$ cat src/assert_macros.svh
// Assertion macros for the RTL top level.
`ifndef ASSERT_MACROS_SVH
`define ASSERT_MACROS_SVH

// Implication checked on every rising clock edge, off during reset.
`define ASSERT_IMPLY(label, cond, prop, msg) \
   label: assert property (@(posedge clock) disable iff (reset) (cond) |-> (prop)) \
      else $error(msg);

// Implication whose consequent is checked at the next rising clock edge, off during reset.
`define ASSERT_NEXT(label, cond, prop, msg) \
   label: assert property (@(posedge clock) disable iff (reset) (cond) |=> (prop)) \
      else $error(msg);

`endif

$ cat src/ppp_pkg.sv
// Types, widths and register codes of the pinhole point projector.
`default_nettype none
package ppp_pkg;

   localparam int COORD_W      = 32;
   localparam int ROT_W        = 16;
   localparam int ROT_FRAC     = 14;
   localparam int ROW_W        = 3 * ROT_W;
   localparam int PROD_W       = COORD_W + ROT_W;
   localparam int ACC_W        = PROD_W + 3;
   localparam int CAM_W        = ACC_W - ROT_FRAC;
   localparam int FOC_W        = 16;
   localparam int MUL_W        = FOC_W + 1 + CAM_W;
   localparam int SUM_W        = MUL_W + 1;
   localparam int NUM_W        = SUM_W + 3;
   localparam int DEN_W        = CAM_W + 5;
   localparam int PIX_W        = 12;
   localparam int DEPTH_W      = 31;
   localparam int SIZE_W       = 24;
   localparam int MAX_DIM_BITS = 16;
   localparam int IMAGE_DIM_BITS_DEF = 12;
   localparam int CSR_IDX_W    = 3;
   localparam int CSR_DATA_W   = 64;

   localparam logic [CSR_IDX_W-1:0] REG_FOCAL      = 3'd0;
   localparam logic [CSR_IDX_W-1:0] REG_PRINCIPAL  = 3'd1;
   localparam logic [CSR_IDX_W-1:0] REG_IMAGE_SIZE = 3'd2;
   localparam logic [CSR_IDX_W-1:0] REG_ROT_X      = 3'd3;
   localparam logic [CSR_IDX_W-1:0] REG_ROT_Y      = 3'd4;
   localparam logic [CSR_IDX_W-1:0] REG_ROT_Z      = 3'd5;
   localparam logic [CSR_IDX_W-1:0] REG_TRANS_XY   = 3'd6;
   localparam logic [CSR_IDX_W-1:0] REG_TRANS_Z    = 3'd7;

   localparam logic [ROW_W-1:0] ROT_X_RESET = 48'h0000_0000_4000;
   localparam logic [ROW_W-1:0] ROT_Y_RESET = 48'h0000_4000_0000;
   localparam logic [ROW_W-1:0] ROT_Z_RESET = 48'h4000_0000_0000;

   typedef struct packed {
      logic signed [COORD_W-1:0] world_x;
      logic signed [COORD_W-1:0] world_y;
      logic signed [COORD_W-1:0] world_z;
      logic                      point_valid;
   } req_type;

   typedef struct packed {
      logic               visible;
      logic [PIX_W-1:0]   pixel_col;
      logic [PIX_W-1:0]   pixel_row;
      logic [DEPTH_W-1:0] point_depth;
   } rsp_type;

   typedef struct packed {
      logic                    keep;
      logic signed [CAM_W-1:0] xc;
      logic signed [CAM_W-1:0] yc;
      logic signed [CAM_W-1:0] zc;
   } cam_type;

   typedef struct packed {
      logic                    keep;
      logic                    neg_x;
      logic                    neg_y;
      logic [NUM_W-1:0]        rem_x;
      logic [NUM_W-1:0]        rem_y;
      logic [DEN_W-1:0]        den;
      logic [MAX_DIM_BITS-1:0] q_x;
      logic [MAX_DIM_BITS-1:0] q_y;
      logic [DEPTH_W-1:0]      depth;
   } div_type;

endpackage
`default_nettype wire

$ cat src/ppp_div_step.sv
// One restoring-division stage: resolves one quotient bit for x and for y.
`default_nettype none
module ppp_div_step #(
   parameter int BIT_POS = 0
) (
   input  logic             clock,
   input  logic             reset,
   input  logic             in_valid,
   input  ppp_pkg::div_type in_data,
   output logic             in_ready,
   output logic             out_valid,
   output ppp_pkg::div_type out_data,
   input  logic             out_ready
);
   import ppp_pkg::*;

   logic             v_ff, v_in, ld;
   div_type          d_ff, d_in;
   logic [NUM_W-1:0] dsh;
   logic             ge_x, ge_y;

   assign ld       = !v_ff || out_ready;
   assign in_ready = ld;
   assign v_in     = ld ? in_valid : v_ff;

   always_comb begin
      dsh  = NUM_W'(in_data.den) << BIT_POS;
      ge_x = in_data.rem_x >= dsh;
      ge_y = in_data.rem_y >= dsh;
      d_in = in_data;
      d_in.rem_x = ge_x ? in_data.rem_x - dsh : in_data.rem_x;
      d_in.rem_y = ge_y ? in_data.rem_y - dsh : in_data.rem_y;
      d_in.q_x[BIT_POS] = ge_x;
      d_in.q_y[BIT_POS] = ge_y;
   end

   always_ff @(posedge clock) begin
      if (reset) begin
         v_ff <= 1'b0;
      end else begin
         v_ff <= v_in;
      end
   end

   always_ff @(posedge clock) begin
      if (ld && in_valid) begin
         d_ff <= d_in;
      end
   end

   assign out_valid = v_ff;
   assign out_data  = d_ff;
endmodule
`default_nettype wire

$ cat config.mk
export PLATFORM = sky130hd
export DESIGN_NAME = ppp_div_step
export DESIGN_NICKNAME = d
export VERILOG_FILES = /design/src/assert_macros.svh /design/src/ppp_pkg.sv /design/src/ppp_div_step.sv
export SDC_FILE = /design/constraint.sdc
export NUM_CORES = 1
export LEC_CHECK = 0
export BUFFER_PORTS_ARGS = -buffer_cell sky130_fd_sc_hd__buf_2
export CAP_MARGIN = 20
export CORE_AREA = 4 4 173 175
export DETAILED_ROUTE_END_ITERATION = 8
export DIE_AREA = 0 0 177 179
export PLACE_DENSITY = 0.82
export SETUP_SLACK_MARGIN = 0.15
export SYNTH_ARGS = -nofsm -noshare
export SYNTH_HDL_FRONTEND = slang
export SYNTH_SLANG_ARGS = --single-unit
export TNS_END_PERCENT = 1
$ cat constraint.sdc
create_clock -name clock -period 16.65 [get_ports clock]
set_input_delay 3.33 -clock clock [delete_from_list [all_inputs] [get_ports clock]]
set_output_delay 3.33 -clock clock [all_outputs]
set_load 0.02 [all_outputs]
==> reports/qor.csv <==
metric,value,unit
max frequency,141,MHz
insertion delay to the later sink of the worst-skew pair,520,ps
DR WL/cell,21.3,µm
clk slew on worst S/H paths,60,ps
initial core utilization,0.479,
number of global-route vias before repair,11900,
CTS tree,yes,
pin count of the biggest net entering global routing,85,
crit path time final,7100,ps
max-cap violation count,0,
total track usage,0.275,
RSZ-0062 raised after global routing,false,
layout cells sized above 1,0.295,
RD Place Congestion,0.951,
Leak Pwr,7.23,nW
actual slew at the worst max-slew pin,1110,ps
vias per cell,5.67,
crit path cell chain,"buf_2, nand2b_1, buf_2",
setup bufs post-CTS,0,
Final setup viols,0,
"Hold Violations, Final",0,
peak supply drop,0.0796,mV
# IOs,454,
die area,31700,µm²
synthesis-to-layout area growth,25.0,%
Synth async-reset ratio,0,
total gr overflow,0,
final WL,46300,µm
Max Clock Skew,5.01,ps
# clock sinks,225,
H-tree levels,1,
net count after synthesis,1648,
most frequent cells in the layout,"451 x buf_2, 224 x edfxtp_1, 155 x a21oi_1, 131 x nand2_1, 104 x nor2_1",
Max-slew headroom,0.259,
chip width,177,µm
sequential fraction of the synthesis area,0.494,
WP data arrival,3770,ps
fin. max-slew vios,0,
Die H,179,µm
number of flops mapped to enable cells by yosys,224,
TNS Setup,0,ps
Synth Register Bits,225,
Site Rows,62,
fin nets,2084,
cell repeated most along the worst path,buf_2,
Max clock buf depth,3,
Core ar.,28500,µm²
first-pass GRT wire length,67800,µm
Filler Cells Inserted,2386,
Mapped Cells,1334,
initial antenna violation count,10,
Critical Path End Type,output port,
CP max stage cell,buf_2,
Detailed Place HPWL,37600,µm
CP peak stage delay,180,ps
Power Dens Cells,99.0,nW/µm²
Routed Antenna Nets,0,
Port Buffer Count,451,
First DRT Iteration DRCs,930,
count of cell types in the netlist,79,
CP Class,in -> out,
worst path required time,13320,ps
outcome,"complete, no violations",
Worst Hold Class,reg -> reg,
final worst-path cycle share,0.426,
Clock Tree Root,clkbuf_16,
Ys Warns,0,
CTS Buf Count,24,
DRC Markers,0,
ys flop type,edfxtp_1,
# resized after CTS,0,
Hold Buf Count CTS,0,
Crit Path Max Fanout,3,
"commonest non-fill, non-tap cell in the layout",buf_2,
synthesized area,13600,µm²
Layout Utilization,0.599,
Mapped Avg Cell Area,10.2,µm²
Critical Path Start Type,primary input,
DRT Pass-1 Iters,5,
DR vias,12300,
-- area by class of cell --
| cell class | count | area [µm²] | area share |
|---|---|---|---|
| multi-input combinational | 997 | 6470 | 0.380 |
| inverter | 67 | 251 | 0.0147 |
| timing repair buffer | 455 | 2290 | 0.134 |
| sequential | 225 | 6750 | 0.396 |
| clock buffer | 29 | 641 | 0.0376 |
| antenna | 4 | 10.0 | 0.000587 |
| tap | 384 | 480 | 0.0282 |
| clock inverter | 13 | 166 | 0.00976 |
-- cells by family (layout without fill, tap and decap cells) --
logic type / Yosys count / in the layout / share of synthesized area
simple gates: 413 / 413 / 0.147
compound gates: 381 / 381 / 0.169
flops: 225 / 225 / 0.494
buf+inv: 112 / 564 / 0.0323
xor+xnor: 107 / 107 / 0.0687
fa+ha+maj: 86 / 86 / 0.0799
mux: 10 / 10 / 0.00825
other cells: 0 / 4 / 0
-- per-layer routing --
layer  track usage  vias up  share of wire
met2         0.468      606           0.48
met1         0.329     5766           0.37
met5             0        -         0.0020
met4         0.124       14          0.049
met3        0.0704      122          0.099
li1              -     5809              -
-- sequential cells by signal, summed over array words and instances (netlist names) --
| signal | cells |
|---|---|
| out_valid | 1 |
| out_data | 224 |
-- where the power goes --
part / internal, mW / switching, mW / total [mW] / leakage, nW
combinational: 0.154 / 0.281 / 0.435 / 4.67
sequential: 0.692 / 0.0134 / 0.705 / 2.17
clock: 0.334 / 0.215 / 0.549 / 0.390
total: 1.18 / 0.509 / 1.69 / 7.23
-- through the flow --
stage               setup slack, ps  area, µm²  hold slack (ps)  power, mW  std cells
finish                         9550      17100              563       1.69       2174
global route                   9540      17100              585       1.76       2172
CTS                            9550      17000              566       1.70       2170
detailed placement             9300      16200              558       1.15       2128
global placement               9370      16200              514       1.14       2128
floorplan                      7310      13600              729      0.996       1334
-- worst paths after layout --
path	start	slack, ps	cells past startpoint	to
worst max-delay path	out_ready	9550	3	in_ready
worst min-delay path	out_valid	560	2	out_valid
worst max register to register	out_valid	14060	3	out_data[179]
worst min register to register	out_valid	560	2	out_valid
-- Yosys cell counts, drive strengths merged, types with 2 or more instances --
library cell,count,area share
and2,7,0.0032
nand2,133,0.037
xnor2,57,0.037
o211ai,8,0.0044
nor2b,7,0.0032
nor3b,4,0.0022
o21ai,107,0.040
a211oi,5,0.0028
or4,4,0.0025
or3,14,0.0069
inv,67,0.018
mux2,10,0.0083
o31a,3,0.0019
and3b,2,0.0013
nand3,21,0.0077
nor4,13,0.0069
a31oi,13,0.0060
nor3,28,0.011
or2,6,0.0028
nor2,105,0.029
nand2b,17,0.0078
a311oi,2,0.0030
a31o,3,0.0019
xor2,50,0.032
o31ai,5,0.0031
ha,84,0.077
fa,2,0.0029
a41oi,5,0.0032
o22ai,2,0.00092
o21bai,16,0.0091
a21o,25,0.014
o21a,10,0.0060
and3,16,0.0073
clkbuf,33,0.0091
a21oi,155,0.057
a2111oi,5,0.0055
or3b,2,0.0013
edfxtp,224,0.49
o2111ai,2,0.0013
a21boi,2,0.0011
nand4,25,0.011
a211o,3,0.0019
and4,6,0.0039
buf,12,0.0048
-- critical path: cells and delay by family --
kind | cells | cell delay [ps]
buffers and inverters | 2 | 270
and+or+nand+nor | 1 | 170
Power figures use the tool's default switching activity.
